`src/rtl/mbt_pkg.sv`:
```
`timescale 1ns / 1ps
// Shared types and constants for the 2-2-1 backpropagation trainer.
// No dependencies; used by mbt_mul and the top level.
package mbt_pkg;

  localparam int OPW   = 20;        // datapath operand width
  localparam int PW    = 2 * OPW;   // full product width
  localparam int NW    = 6;         // number of weights
  localparam int CIW   = 3;         // register index width
  localparam int DLW   = 24;        // delta sum width

  localparam logic [CIW-1:0] REG_LEARN_RATE = 3'd0;
  localparam logic [CIW-1:0] REG_INIT_LAST  = 3'd6;

  typedef enum logic [1:0] {
    SH_FRAC,
    SH_FRAC1,
    SH_16
  } shift_e;

  typedef struct packed {
    logic signed [OPW-1:0] opa;
    logic signed [OPW-1:0] opb;
    shift_e                sh;
  } mul_req_t;

  typedef enum logic [5:0] {
    ST_IDLE, ST_X0, ST_X1,
    ST_H0A, ST_H0B, ST_H0S, ST_H1A, ST_H1B, ST_H1S,
    ST_OA, ST_OB, ST_OS,
    ST_SE, ST_G1, ST_G2,
    ST_A4V, ST_A4D, ST_A5V, ST_A5D,
    ST_J0W, ST_J0H, ST_J0D, ST_A0V, ST_A0D, ST_A1V, ST_A1D,
    ST_J1W, ST_J1H, ST_J1D, ST_A2V, ST_A2D, ST_A3V, ST_A3D,
    ST_UPD, ST_DONE
  } step_e;

  // Unsigned quotient by shift and subtract; elaboration only.
  function automatic longint udiv(input longint a, input longint b);
    longint q, r;
    q = 0;
    r = 0;
    for (int i = 62; i >= 0; i--) begin
      r = (r << 1) | ((a >> i) & longint'(1));
      if (r >= b) begin
        r = r - b;
        q = q | (longint'(1) << i);
      end
    end
    return q;
  endfunction

  // Sigmoid at the centre of slice k, rounded to frac fraction bits.
  // Elaboration only: Q30 integer arithmetic.
  function automatic longint sig_entry(input longint k, input longint n,
                                       input longint frac);
    longint q30, c, mag, t30, fr, nn, sum, term, e, den, num, i;
    q30  = longint'(1) << 30;
    c    = udiv((2 * k + 1) * 65536, 2 * n) - 32768;
    mag  = (c < 0) ? -c : c;
    t30  = mag << (30 - frac);
    fr   = t30 & (q30 - 1);
    nn   = t30 >> 30;
    sum  = q30;
    term = q30;
    for (i = 1; i <= 20; i++) begin
      term = udiv((term * fr) >> 30, i);
      if (i[0]) sum = sum - term;
      else sum = sum + term;
    end
    for (i = 0; i < nn; i++) begin
      sum = (sum * 395007542 + (q30 >> 1)) >> 30;
    end
    e   = sum;
    den = q30 + e;
    num = (c >= 0) ? (longint'(1) << frac) * q30 : (longint'(1) << frac) * e;
    return udiv(num + (den >> 1), den);
  endfunction

endpackage

```
`src/rtl/mbt_mul.sv`:
```
`timescale 1ns / 1ps
// Shared signed multiplier with round-half-up rescale.
// Depends on mbt_pkg.
module mbt_mul #(
  parameter int FRAC_BITS = 12
) (
  input  mbt_pkg::mul_req_t               req_i,
  output logic signed [mbt_pkg::PW-1:0]   prod_o,
  output logic signed [mbt_pkg::OPW-1:0]  res_o
);
  import mbt_pkg::*;

  logic signed [PW-1:0] r_frac, r_frac1, r_16;

  assign prod_o  = PW'(req_i.opa) * PW'(req_i.opb);
  assign r_frac  = (prod_o + (PW'(1) <<< (FRAC_BITS - 1))) >>> FRAC_BITS;
  assign r_frac1 = (prod_o + (PW'(1) <<< FRAC_BITS)) >>> (FRAC_BITS + 1);
  assign r_16    = (prod_o + (PW'(1) <<< 15)) >>> 16;

  always_comb begin
    case (req_i.sh)
      SH_FRAC1: res_o = r_frac1[OPW-1:0];
      SH_16:    res_o = r_16[OPW-1:0];
      default:  res_o = r_frac[OPW-1:0];
    endcase
  end

endmodule

```
`config.mk`:
```
export PLATFORM = sky130hd
export DESIGN_NAME = mbt_mul
export DESIGN_NICKNAME = d
export VERILOG_FILES = /design/src/rtl/mbt_pkg.sv /design/src/rtl/mbt_mul.sv
export SDC_FILE = /design/constraint.sdc
export NUM_CORES = 1
export LEC_CHECK = 0
export ABC_AREA = 0
export BUFFER_PORTS_ARGS = -buffer_cell sky130_fd_sc_hd__buf_2
export CAP_MARGIN = 20
export CELL_PAD_IN_SITES_DETAIL_PLACEMENT = 0
export CELL_PAD_IN_SITES_GLOBAL_PLACEMENT = 1
export CORE_ASPECT_RATIO = 1.1
export CORE_MARGIN = 1.5
export CORE_UTILIZATION = 46
export DETAILED_ROUTE_END_ITERATION = 16
export GPL_TIMING_DRIVEN = 0
export PLACE_DENSITY_LB_ADDON = 0.1
export SYNTH_ARGS = -nofsm -noshare
export SYNTH_HDL_FRONTEND = slang
export SYNTH_SLANG_ARGS = --single-unit
export TNS_END_PERCENT = 50
```
`constraint.sdc`:
```
create_clock -name vclk -period 9.04
set_input_delay 0.904 -clock vclk [all_inputs]
set_output_delay 0.904 -clock vclk [all_outputs]
set_load 0.1 [all_outputs]
```
==> run metrics <==
Unique masters post-synth=slightly above 80; initial antenna violation count=4; fin nets=between 2000 and 3000; failing checks=negative setup slack; Mapped Area=16700 um2; shortest period the worst path allows=9310 ps; FP Rows=73; Final setup viols=9; Worst Path Max Fanout=8; slew margin rel.=27.5%; Clock Buffer Count=0; Syn Area/Cell=8.91 um2; Post-Route WL=roughly 49 mm; FF+latch count=0; Slew @ Worst Pin=1080 ps; Final ANT Viol Nets=0; Max Slew Vio Count=0; RSZ-0062 raised after global routing=yes; largest net degree at the start of global routing=14; Die X=roughly 180 um; CTS Hold Buffers Added=0; Initial DRT Pass Iterations=6; Cell Area, Placed=18200 um2; Syn Nets=about 2500; CP endpoint kind=output pin; core area=36000 um2; Synth Instances=~1900; worst hold-check path type=input port to output pin; period utilization=103%; hpwl dp=slightly above 40 mm; # Max-Cap Violations=0; Critical Path RT=around 8000 ps; gpl congestion=between 0.8 and 0.9; GRT Util Overall=about 28%; placed cells=around 2400; Via density=5.25; Die Ht=around 200 um; wire per inst=around 20 um; first-pass GRT wire length=between 70 and 80 mm; final instance area=20000 um2; WS Path Type=input port to output pin; # fillers=between 3000 and 4000; P&R area growth vs syn=19.3%; Finished Layout Cells=roughly 2500; Final WS setup=-270 ps; routed vias=between 10000 and 15000; io pins=102; Worst EP arrival=8410 ps; Yosys warning total=0; share of cells above drive strength 1=approximately 20%; initial DRC count=approximately 670; post-synthesis sequential area ratio=0%; nature of the critical path startpoint=input port; Register Area=0 um2; GRT overflow=0; Fmax achieved=between 0.1 and 0.15 GHz; DRC viols=0; initial core utilization=46.5%; port bufs=63; vias in the first global route=~14000; outcome=finished, violations left; final hold vios=0; die area=around 38000 um2
==> cells in the final DEF, fill, tap and decap left out, drive strengths merged, types with 4 or more instances in the layout <==
master    n
inv     468
fa      420
and2    229
nand2   198
buf     172
ha      110
clkbuf   69
a21oi    46
nor2     39
xnor2    34
o21ai    24
xor2     21
nand2b   18
nor3     14
nand3    13
nand4    10
and3      9
a22o      8
a21o      8
o21a      8
a221oi    8
a221o     7
nor2b     6
a211oi    6
o211ai    6
and4      5
a311o     4
nor4      4
o211a     4
nor3b     4
or3       4
==> worst max-delay path, stage by stage <==
cell and delay, ps:
clkbuf_16 140, clkbuf_4 190, and2_1 180, fa_1 480, inv_1 50, fa_1 460, fa_1 520, inv_1 50
fa_1 580, fa_1 440, fa_1 540, inv_1 70, fa_1 470, inv_1 40, ha_1 260, buf_4 190
a21o_1 230, o2bb2ai_2 180, a221oi_4 370, o221ai_1 200, a31oi_4 220, a221o_1 210, o21ai_2 160, or3_4 470
nor4_4 420, xnor2_4 170, buf_12 190
==> cells in the mapped netlist (4+ instances only) <==
cell type	n	area [um2]
nor2_1	38	143
nand2_1	196	736
xor2_1	20	175
nand4_1	10	62.6
inv_1	470	1760
xnor2_1	34	298
and4_1	5	43.8
a221oi_1	7	61.3
o211ai_1	4	30.0
a21oi_1	43	215
nand2b_1	18	113
o21ai_0	22	110
o21a_1	8	60.1
clkbuf_1	89	334
and2_1	229	1430
and3_1	9	56.3
a21o_1	7	52.6
a311o_1	4	40.0
buf_2	5	25.0
a22o_1	8	70.1
nor2b_1	6	37.5
ha_1	110	1380
a211oi_1	5	37.5
nor3_1	11	55.1
o211a_1	4	40.0
a221o_1	6	60.1
fa_1	420	8410
nand3_1	12	60.1
==> path summary, 6_finish.rpt <==
path	end	slack, ps	from	cells past startpoint
setup / recovery	res_o[19]	-270	req_i[31]	27
hold / removal	prod_o[0]	2530	req_i[2]	3
==> layout make-up <==
type / count / area (um2) / area share, %
Buffer: 94 / 820 / 4.10
Tap cell: 487 / 609 / 3.05
Timing Repair Buffer: 147 / 1180 / 5.90
Multi-Input combinational cell: 1314 / 15600 / 78.1
Antenna cell: 1 / 2.50 / 0.0125
Inverter: 470 / 1770 / 8.87
==> cells by family after synthesis <==
family                   Yosys count  synth area share (%)
buffers and inverters            566                  12.8
adder cells (fa/ha/maj)          530                  58.4
AO/OA/AOI/OAI                    164                  7.65
multiplexers                       3                 0.187
XOR/XNOR                          55                  2.92
AND/OR/NAND/NOR                  562                  18.0
==> routing by layer <==
layer  global-route usage [%]  share of wire, %
met2                     51.2                52
met4                     6.79               3.4
met5                        0             0.024
met3                     1.65               4.8
met1                     34.9                39
==> through the flow <==
stage	worst slack (ps)	hold WS, ps	utilization (%)	TNS, ps
after global placement	-1430	2530	50.5	-18280
after CTS	-294	2540	53.2	-1560
final	-270	2530	55.5	-1240
after floorplan	-947	2420	-	-12840
after detailed placement	-1500	2540	50.5	-19470
after global routing	-545	2550	55.5	-5290
==> repair_timing <==
action | 4_1_cts | 5_1_grt
endpoints found under the setup margin | 28 | 22
buffers inserted | 29 | 57
gates resized for setup | 223 | 130
pin swaps | 38 | 50
Power is not shown: default switching activity piles up to over one toggle a cycle in this logic, so the estimate is an artifact.
